### config.mk
export PLATFORM = sky130hd
export DESIGN_NAME = utf8_stream_decoder_top
export DESIGN_NICKNAME = d
export VERILOG_FILES = /design/src/u8d_pkg.sv /design/src/utf8_stream_decoder_top.sv
export SDC_FILE = /design/constraint.sdc
export NUM_CORES = 1
export LEC_CHECK = 0
export BUFFER_PORTS_ARGS = -buffer_cell sky130_fd_sc_hd__buf_4
export CORE_MARGIN = 1
export CORE_UTILIZATION = 49
export DETAILED_ROUTE_END_ITERATION = 12
export GPL_TIMING_DRIVEN = 1
export PLACE_DENSITY = 0.83
export REMOVE_ABC_BUFFERS = 1
export SYNTH_ARGS = -nofsm -noshare
export SYNTH_HDL_FRONTEND = slang
export SYNTH_SLANG_ARGS = --single-unit
### constraint.sdc
create_clock -name clk -period 2.6 [get_ports clk]
set_input_delay 0.13 -clock clk [delete_from_list [all_inputs] [get_ports clk]]
set_output_delay 0.13 -clock clk [all_outputs]
set_load 0.02 [all_outputs]
### src/u8d_pkg.sv
// u8d_pkg: shared widths, status codes and constants for the utf-8 stream decoder
// no dependencies; imported by utf8_stream_decoder_top and its testbench
`default_nettype none

package u8d_pkg;

    localparam int unsigned ByteW    = 8;
    localparam int unsigned CpW      = 21;
    localparam int unsigned StatusW  = 2;
    localparam int unsigned PendW    = 2;
    localparam int unsigned ContBits = 6;

    typedef logic [ByteW-1:0]   byte_t;
    typedef logic [CpW-1:0]     cp_t;
    typedef logic [PendW-1:0]   pend_t;

    typedef enum logic [StatusW-1:0] {
        ST_VALID   = 2'd0,
        ST_INVALID = 2'd1,
        ST_BROKEN  = 2'd2
    } status_t;

    localparam cp_t Replacement = cp_t'(21'h00FFFD);

endpackage : u8d_pkg

`default_nettype wire

### src/utf8_stream_decoder_top.sv
// utf8_stream_decoder_top: streaming utf-8 decoder, one byte per clock unless stalled
// depends on u8d_pkg for widths, status codes and the replacement code point
//
// usage:
//   input channel in_valid/in_ready carries one raw byte (in_byte) per transfer.
//   output channel out_valid/out_ready carries one decoded result
//   (code_point, status) per transfer; multi-byte lead bytes and continuation
//   bytes that do not finish a pending sequence give no result.
//   path: a byte is held in the input register, and the result that it completes
//   is held in the result register before it reaches the output.
//   throughput: one byte per cycle while in_ready stays high (see stall); set by
//   the single decode step between the input register and the result register.
//   stall: while out_ready is low and a result waits, a byte that gives no
//   result still moves through; a byte that gives a result waits in the
//   input register, and in_ready drops only when that register cannot drain.
//   reset (rst_n low, asynchronous): both registers empty, partial value and
//   pending count cleared, so decoding restarts at a lead byte.
`default_nettype none

module utf8_stream_decoder_top
(
    input  wire logic                   clk,
    input  wire logic                   rst_n,
    input  wire logic                   in_valid,
    output logic                        in_ready,
    input  wire u8d_pkg::byte_t         in_byte,
    output logic                        out_valid,
    input  wire logic                   out_ready,
    output u8d_pkg::cp_t                code_point,
    output logic [u8d_pkg::StatusW-1:0] status
);
    import u8d_pkg::*;

    logic    byte_valid_reg;
    byte_t   byte_reg;
    cp_t     partial_reg,  partial_next;
    pend_t   pending_reg,  pending_next;
    logic    out_valid_reg;
    cp_t     cp_reg,       cp_next;
    status_t status_reg,   status_next;

    logic    has_result;
    logic    out_free;
    logic    s1_fire;
    cp_t     shifted;

    assign shifted = cp_t'({partial_reg, byte_reg[ContBits-1:0]});

    // decode step on the registered byte
    always_comb
    begin
        has_result   = 1'b0;
        partial_next = partial_reg;
        pending_next = pending_reg;
        cp_next      = '0;
        status_next  = ST_VALID;
        if (pending_reg != '0)
        begin
            if (!byte_reg[7])
            begin
                // broken sequence: byte is swallowed
                has_result   = 1'b1;
                partial_next = '0;
                pending_next = '0;
                status_next  = ST_BROKEN;
            end
            else if (pending_reg == pend_t'(1))
            begin
                has_result   = 1'b1;
                cp_next      = shifted;
                partial_next = '0;
                pending_next = '0;
            end
            else
            begin
                partial_next = shifted;
                pending_next = pending_reg - pend_t'(1);
            end
        end
        else
        begin
            casez (byte_reg)
                8'b0???????:
                begin
                    has_result = 1'b1;
                    cp_next    = cp_t'(byte_reg[6:0]);
                end
                8'b10??????:
                begin
                    has_result = 1'b1;
                    cp_next    = cp_t'(byte_reg[5:0]);
                end
                8'b110?????:
                begin
                    partial_next = cp_t'(byte_reg[4:0]);
                    pending_next = pend_t'(1);
                end
                8'b1110????:
                begin
                    partial_next = cp_t'(byte_reg[3:0]);
                    pending_next = pend_t'(2);
                end
                8'b11110???:
                begin
                    partial_next = cp_t'(byte_reg[2:0]);
                    pending_next = pend_t'(3);
                end
                default:
                begin
                    // more than four leading ones
                    has_result  = 1'b1;
                    cp_next     = Replacement;
                    status_next = ST_INVALID;
                end
            endcase
        end
    end

    assign out_free = !out_valid_reg || out_ready;
    assign s1_fire  = byte_valid_reg && (!has_result || out_free);
    assign in_ready = !byte_valid_reg || s1_fire;

    always_ff @(posedge clk or negedge rst_n)
    begin
        if (!rst_n)
        begin
            byte_valid_reg <= 1'b0;
            out_valid_reg  <= 1'b0;
            partial_reg    <= '0;
            pending_reg    <= '0;
        end
        else
        begin
            if (in_ready)
            begin
                byte_valid_reg <= in_valid;
            end
            if (s1_fire)
            begin
                partial_reg <= partial_next;
                pending_reg <= pending_next;
            end
            if (out_free)
            begin
                out_valid_reg <= s1_fire && has_result;
            end
        end
    end

    always_ff @(posedge clk)
    begin
        if (in_ready && in_valid)
        begin
            byte_reg <= in_byte;
        end
        if (out_free && s1_fire && has_result)
        begin
            cp_reg     <= cp_next;
            status_reg <= status_next;
        end
    end

    assign out_valid  = out_valid_reg;
    assign code_point = cp_reg;
    assign status     = status_reg;

`ifndef SYNTHESIS
    a_idle_partial_clear: assert property (@(posedge clk) disable iff (!rst_n)
        pending_reg == '0 |-> partial_reg == '0)
        else $error("partial value left over with no bytes pending");

    a_invalid_is_repl: assert property (@(posedge clk) disable iff (!rst_n)
        out_valid_reg && status_reg == ST_INVALID |-> cp_reg == Replacement)
        else $error("invalid lead without replacement code point");

    a_broken_is_null: assert property (@(posedge clk) disable iff (!rst_n)
        out_valid_reg && status_reg == ST_BROKEN |-> cp_reg == '0)
        else $error("broken sequence with nonzero code point");

    a_stall_holds_byte: assert property (@(posedge clk) disable iff (!rst_n)
        byte_valid_reg && !s1_fire |=> byte_valid_reg && $stable(byte_reg))
        else $error("input register lost a byte while stalled");
`endif

endmodule : utf8_stream_decoder_top

`default_nettype wire

==> results.json, run 1 <==
{
  "outcome": "completed",
  "core-area_mm2": 0.00409,
  "viasPerCell": 4.98,
  "hold_viol": 0,
  "synth_cell_types": 27,
  "final_area_mm2": 0.00264,
  "largest_register_ffs": 21,
  "tritoncts": "built",
  "synth_area_mm2": 0.00213,
  "grt_usage_pct": 16.9,
  "ant_nets": 0,
  "dieArea_mm2": 0.00462,
  "antenna_found_initial": 0,
  "grt_start_max_net_pins": 24,
  "crit_fanout": 8,
  "r2r-start": "pending_reg[0]$_DFFE_PN0P_",
  "final_cell_mix": "40 x buf_4, 31 x edfxtp_1, 19 x dfrtp_1",
  "io_buffers": 36,
  "fmax_mhz": 492,
  "htreeDepth": 2,
  "diodes": 0,
  "die_w_um": 68.0,
  "path_clk_slew_ns": 0.09,
  "final_cell_count_no_fill": 260,
  "overflow": 0,
  "peakVddDrop_v": 0.000576,
  "routed_wirelength_um": 3470,
  "synth.area.top_cells": "edfxtp_1 44%, dfrtp_1 22%, mux2i_1 5.6%",
  "worstSetupEndpointType": "register",
  "hold_path.class": "in -> reg",
  "io_pins": 37,
  "maxCapViolCount": 0,
  "wl_per_cell_um": 13.4,
  "p_per_area_mw_per_mm2": 1010,
  "grt_pass1_wl_um": 5520,
  "rsz0062_at_grt": "false",
  "worst_pin_slew_ns": 0.410,
  "dr.pass1.iters": 6,
  "period_needed_ns": 2.03,
  "async_reset_ff_share_pct": 38.0,
  "cp.arrival_ns": 2.02,
  "synth.top_cell.area_share_pct": 43.7,
  "dr_total_vias": 1294,
  "synth_cells": 159,
  "cts_made_buffers": 5,
  "synth_area_leader_cell": "edfxtp_1",
  "finalPower_uw": 2650,
  "synth_xor_area_share_pct": 0,
  "worst-setup-path-type": "reg -> reg",
  "ys_ff_latch": 50,
  "synth_compound_area_share_pct": 7.98,
  "ys.warnings.count": 0,
  "drv_slew": 0,
  "setup_violations": 0,
  "startpoint": "pending_reg[0]$_DFFE_PN0P_",
  "root_buffer": "clkbuf_8",
  "clock_latency_ns": 0.30,
  "min_delay_path_depth": 2,
  "setup_tns_ns": 0,
  "drc": 0,
  "leakagePower_uw": 0.00124,
  "reg2reg_to": "byte_reg[5]$_DFFE_PP_",
  "ys.flop_type": "edfxtp_1",
  "setup_ws_ns": 0.566,
  "die_h_um": 68.0,
  "pre_cts_ws_ns": 0.562,
  "r2r_slack_ns": 0.57,
  "startpoint_type": "register",
  "drt_iter0_drc": 40,
  "yosysSeqAreaShare_pct": 66.0,
  "min-delay-start": "in_valid",
  "clock_path_buffers": 2,
  "post_cts_resized": 0,
  "initial_core_util_pct": 52.2,
  "yosys.area_share.simple_pct": 11.6,
  "reg2regPathDepth": 6,
  "cp.required_ns": 2.58,
  "finalNetCount": 223,
  "clock-skew-final_ns": 0.00675,
  "synth_edf_count": 31,
  "min_period_over_period_pct": 78.2,
  "std_cell_rows": 23,
  "drive_gt1_share_pct": 28.1,
  "worstHoldEndpoint": "byte_valid_reg$_DFFE_PN0P_",
  "cts_sinks": 50,
  "finalWeightedCongestion": 0.836,
  "synth-adder-area-share_pct": 1.17,
  "syn_avg_cell_area_um2": 13.4,
  "slew-limit-headroom_pct": 72.6,
  "dpl_cell_area_mm2": 0.00246,
  "final_common_cell": "buf_4",
  "muxShareOfSynthArea_pct": 8.27,
  "area_delta_synth_final_pct": 23.6,
  "hpwl_um": 2390,
  "placed_cells": 243,
  "synth_top_family_by_area": "simple AND/OR/NAND/NOR gates",
  "grt_pass1_vias": 1240
}
[logic make-up (layout without fill, tap and decap cells)]
group / after synthesis / in the layout
compound gates: 21 / 21
fa+ha+maj: 2 / 2
buf+inv: 20 / 71
flops: 50 / 50
mux: 17 / 17
simple gates: 49 / 49
[synthesized netlist by cell type (5+ instances only)]
| master | count |
|---|---|
| nor2_1 | 9 |
| a21o_1 | 13 |
| mux2_2 | 5 |
| nand2b_1 | 5 |
| dfrtp_1 | 19 |
| nor3_1 | 9 |
| nand2_1 | 14 |
| mux2i_1 | 12 |
| inv_1 | 13 |
| edfxtp_1 | 31 |
[power by group]
part	internal [uW]	total [uW]	switching [uW]
Combinational	434	1010	579
Clock	184	426	242
Sequential	1110	1210	102
Total	1730	2650	923
[critical path, stage by stage (launching register included)]
cell and delay (ns):
dfrtp_1 0.37, inv_1 0.07, ha_1 0.20, nand2b_1 0.26
nor2_2 0.29, nand4b_1 0.19, and2_1 0.33
[repair_timing]
action,CTS,global route
hold endpoints to repair,23,4
hold buffers,5,4
buffers inserted,0,0
[stage by stage]
step / hold WS [ns] / util, %
after floorplan: -0.166 / -
after global placement: 0.0202 / 60.2
after detailed placement: 0.0217 / 60.2
after CTS: 0.000239 / 63.5
after global routing: 0.0401 / 64.5
final: 0.0233 / 64.5
[layer usage]
layer | part of all wire (%) | vias to the layer above | track usage, %
met5 | 0 | - | 0
met4 | 1.6 | 0 | 8.07
met3 | 5.0 | 6 | 5.00
met2 | 50 | 37 | 28.2
met1 | 43 | 596 | 19.8
li1 | - | 655 | -
[layout make-up]
cell class / instances / area (um2)
fillers: 310 / 1450
flip-flops and latches: 50 / 1410
multi-input cells: 89 / 622
repair buffers: 50 / 410
clock buffers: 5 / 68.8
well taps: 50 / 62.6
inverters: 13 / 48.8
clock inverters: 3 / 16.3
[worst max path at each step]
stage	to	slack, ns	cells after the start
2_1_floorplan	code_point[0]$_DFFE_PP_	-0.18	6
5_1_grt	byte_reg[0]$_DFFE_PP_	0.30	6
4_1_cts	byte_reg[0]$_DFFE_PP_	0.55	6
6_report	byte_reg[5]$_DFFE_PP_	0.57	6
3_5_place_dp	partial_reg[1]$_DFFE_PN0P_	0.56	7
3_3_place_gp	pending_reg[0]$_DFFE_PN0P_	0.65	7
Note: power is estimated with default switching activity, not from simulation.
==> run 2: changes to the inputs <==
Settings changed: ABC_AREA from default to 1.
Clock period 2.6 ns to 1.7 ns, I/O delays scaled along.
==> run 2 against run 1 <==
Against the previous run:
- count of clock-buffer cells in the layout is 3 higher
- sequential share of layout area is 3.1 points lower
- clock power up 51%
- final area is 6.2% higher
- hold slack gained 0.0048 ns
- sequential cell count unchanged
- worst setup slack lost 0.48 ns
- global-route usage up 2.5 points
- die area grew 0.81%
- final cell count grew 25%
- maximum frequency rose by 26%
==> results.json, run 2 <==
{
  "async_reset_ff_share_pct": 38.0,
  "worst_pin_slew_ns": 0.347,
  "cts_made_buffers": 5,
  "use_met3_pct": 5.50,
  "peakVddDrop_v": 0.000781,
  "drt_iter0_drc": 138,
  "cp_top_family": "flip-flops",
  "wl_per_cell_um": 12.4,
  "drive_gt1_share_pct": 26.1,
  "r2r-start": "pending_reg[0]$_DFFE_PN0P_",
  "routed_wirelength_um": 4040,
  "die_h_um": 68.2,
  "leakagePower_uw": 0.00128,
  "cp.required_ns": 1.84,
  "crit_buf_inv": 4,
  "grt_start_max_net_pins": 24,
  "p_per_area_mw_per_mm2": 1550,
  "std_cell_rows": 23,
  "ys.flop_type": "edfxtp_1",
  "drv_slew": 0,
  "synth_edf_count": 31,
  "crit_fanout": 6,
  "startpoint": "pending_reg[0]$_DFFE_PN0P_",
  "drc": 0,
  "finalPower_uw": 4340,
  "synth_area_mm2": 0.00215,
  "final_cell_count_no_fill": 326,
  "final_common_cell": "buf_4",
  "ys.warnings.count": 0,
  "finalNetCount": 289,
  "slew-limit-headroom_pct": 76.6,
  "crit_path_top_delay_cell": "dfrtp_1",
  "worstSetupEndpointType": "register",
  "initial_core_util_pct": 52.2,
  "yosysSeqAreaShare_pct": 65.4,
  "period_needed_ns": 1.62,
  "diodes": 0,
  "dr_total_vias": 1639,
  "grt_pass1_wl_um": 6280,
  "grt_usage_pct": 19.4,
  "path_clk_slew_ns": 0.08,
  "yosys-top-cells-count": "47 x nand2_1, 31 x edfxtp_1, 27 x inv_1",
  "yosys.cell_count.top_type": "nand2_1",
  "synth_cell_types": 25,
  "fmax_mhz": 618,
  "cts_sinks": 50,
  "final_area_mm2": 0.00280,
  "startpoint_type": "register",
  "r2r_slack_ns": 0.08,
  "gr-max-usage-layer": "met2",
  "reg2regPathDepth": 9,
  "synth.area.top_cells": "edfxtp_1 43%, dfrtp_1 22%, nand2_1 8.2%",
  "io_buffers": 36,
  "hold_path.class": "in -> reg",
  "worst-setup-path-type": "reg -> reg",
  "cp.arrival_ns": 1.76,
  "viasPerCell": 5.03,
  "overflow": 0,
  "dpl_cell_area_mm2": 0.00257,
  "htreeDepth": 2,
  "finalWeightedCongestion": 0.828,
  "reg2reg_to": "code_point[4]$_DFFE_PP_",
  "io_pins": 37,
  "placed_cells": 306,
  "grtUsageMet1_pct": 23.0,
  "synth_cells": 213,
  "setup_violations": 0,
  "hpwl_um": 2820,
  "maxCapViolCount": 0,
  "crit_chain": "inv_1 > ha_2 > inv_2 > nand2_1 > nor2_2 > inv_2 > o21ai_0 > inv_2 > o21ai_0",
  "ant_nets": 0,
  "grt_pass1_vias": 1436,
  "clock-skew-final_ns": 0.00472,
  "core-area_mm2": 0.00412,
  "crit_end": "code_point[4]$_DFFE_PP_",
  "area_delta_synth_final_pct": 30.2,
  "hold_viol": 0,
  "outcome": "completed",
  "syn_avg_cell_area_um2": 10.1,
  "ys_ff_latch": 50,
  "cp_common_cell": "inv_2",
  "dieArea_mm2": 0.00466,
  "largest_register_ffs": 21,
  "cp.depth": 9,
  "fillers": 321,
  "synth.top_cell.area_share_pct": 43.3,
  "cpPeakStageDelay_ns": 0.39,
  "synth_area_leader_cell": "edfxtp_1",
  "tritoncts": "built",
  "min_period_over_period_pct": 95.1,
  "dr.pass1.iters": 4,
  "antenna_found_initial": 0,
  "met2_usage_pct": 32.1,
  "die_w_um": 68.2,
  "root_buffer": "clkbuf_8",
  "final_cell_mix": "50 x buf_4, 47 x nand2_1, 31 x edfxtp_1",
  "clock_path_buffers": 2,
  "clock_latency_ns": 0.30
}
[run 2: layout make-up]
type | instances | area [um2] | share of cell area (%)
flip-flops and latches | 50 | 1410 | 50.2
clock buffers | 8 | 80.1 | 2.86
well taps | 50 | 62.6 | 2.24
inverters | 32 | 123 | 4.38
multi-input cells | 124 | 612 | 21.9
repair buffers | 62 | 515 | 18.4
[run 2: worst min path at each step]
| stage | cells after the start | from | endpoint |
|---|---|---|---|
| after detailed placement | 1 | rst_n | partial_reg[12]$_DFFE_PN0P_ |
| after global placement | 1 | rst_n | partial_reg[13]$_DFFE_PN0P_ |
| final | 3 | in_valid | byte_valid_reg$_DFFE_PN0P_ |
| after CTS | 3 | in_valid | byte_valid_reg$_DFFE_PN0P_ |
| after global routing | 3 | in_valid | byte_valid_reg$_DFFE_PN0P_ |
| after floorplan | 0 | rst_n | byte_valid_reg$_DFFE_PN0P_ |
[run 2: kinds of logic (layout without fill, tap and decap cells)]
group,Yosys count,count (layout),synth area share [%]
flops,50,50,65.4
simple gates,99,99,20.0
fa+ha+maj,2,2,1.16
compound gates,23,23,5.70
buf+inv,39,102,7.68
[run 2: where the power goes]
| part | leakage (uW) | internal [uW] | switching (uW) |
|---|---|---|---|
| sequential | 0.000553 | 1710 | 130 |
| clock | 0.0000395 | 293 | 353 |
| combinational | 0.000689 | 712 | 1140 |
| total | 0.00128 | 2710 | 1620 |
[run 2: per-layer routing]
metal | part of all wire, % | routed length (um)
met1 | 43 | 1720
met2 | 51 | 2050
met3 | 4.1 | 165
met4 | 2.5 | 102
met5 | 0 | 0
[run 2: metrics by stage]
| stage | hold slack, ns | utilization (%) | setup TNS [ns] | setup slack, ns |
|---|---|---|---|---|
| 2_1_floorplan | -0.211 | - | -39.69 | -1.58 |
| 3_3_place_gp | -0.0296 | 62.5 | 0 | 0.0672 |
| 3_5_place_dp | -0.0243 | 62.5 | 0 | 0.00588 |
| 4_1_cts | 0.0258 | 67.0 | 0 | 0.0406 |
| 5_1_grt | 0.0495 | 68.0 | -0.00859 | -0.00859 |
| 6_report | 0.0280 | 68.0 | 0 | 0.0830 |
[run 2: worst register-to-register path, delay by kind of cell (launching register included)]
family / cells / cell delay [ns]
flip-flops: 1 / 0.39
buffers and inverters: 4 / 0.34
AND/OR/NAND/NOR: 2 / 0.29
AO/OA/AOI/OAI: 2 / 0.25
adder cells (fa/ha/maj): 1 / 0.20
[run 2: what timing repair did]
| item | 4_1_cts | 5_1_grt |
|---|---|---|
| pin swaps | 0 | 1 |
| setup endpoints to repair | 9 | 29 |
| setup buffers | 0 | 2 |
| hold buffers | 10 | 0 |
| resized for setup | 2 | 6 |
| hold endpoints to repair | 28 | 0 |
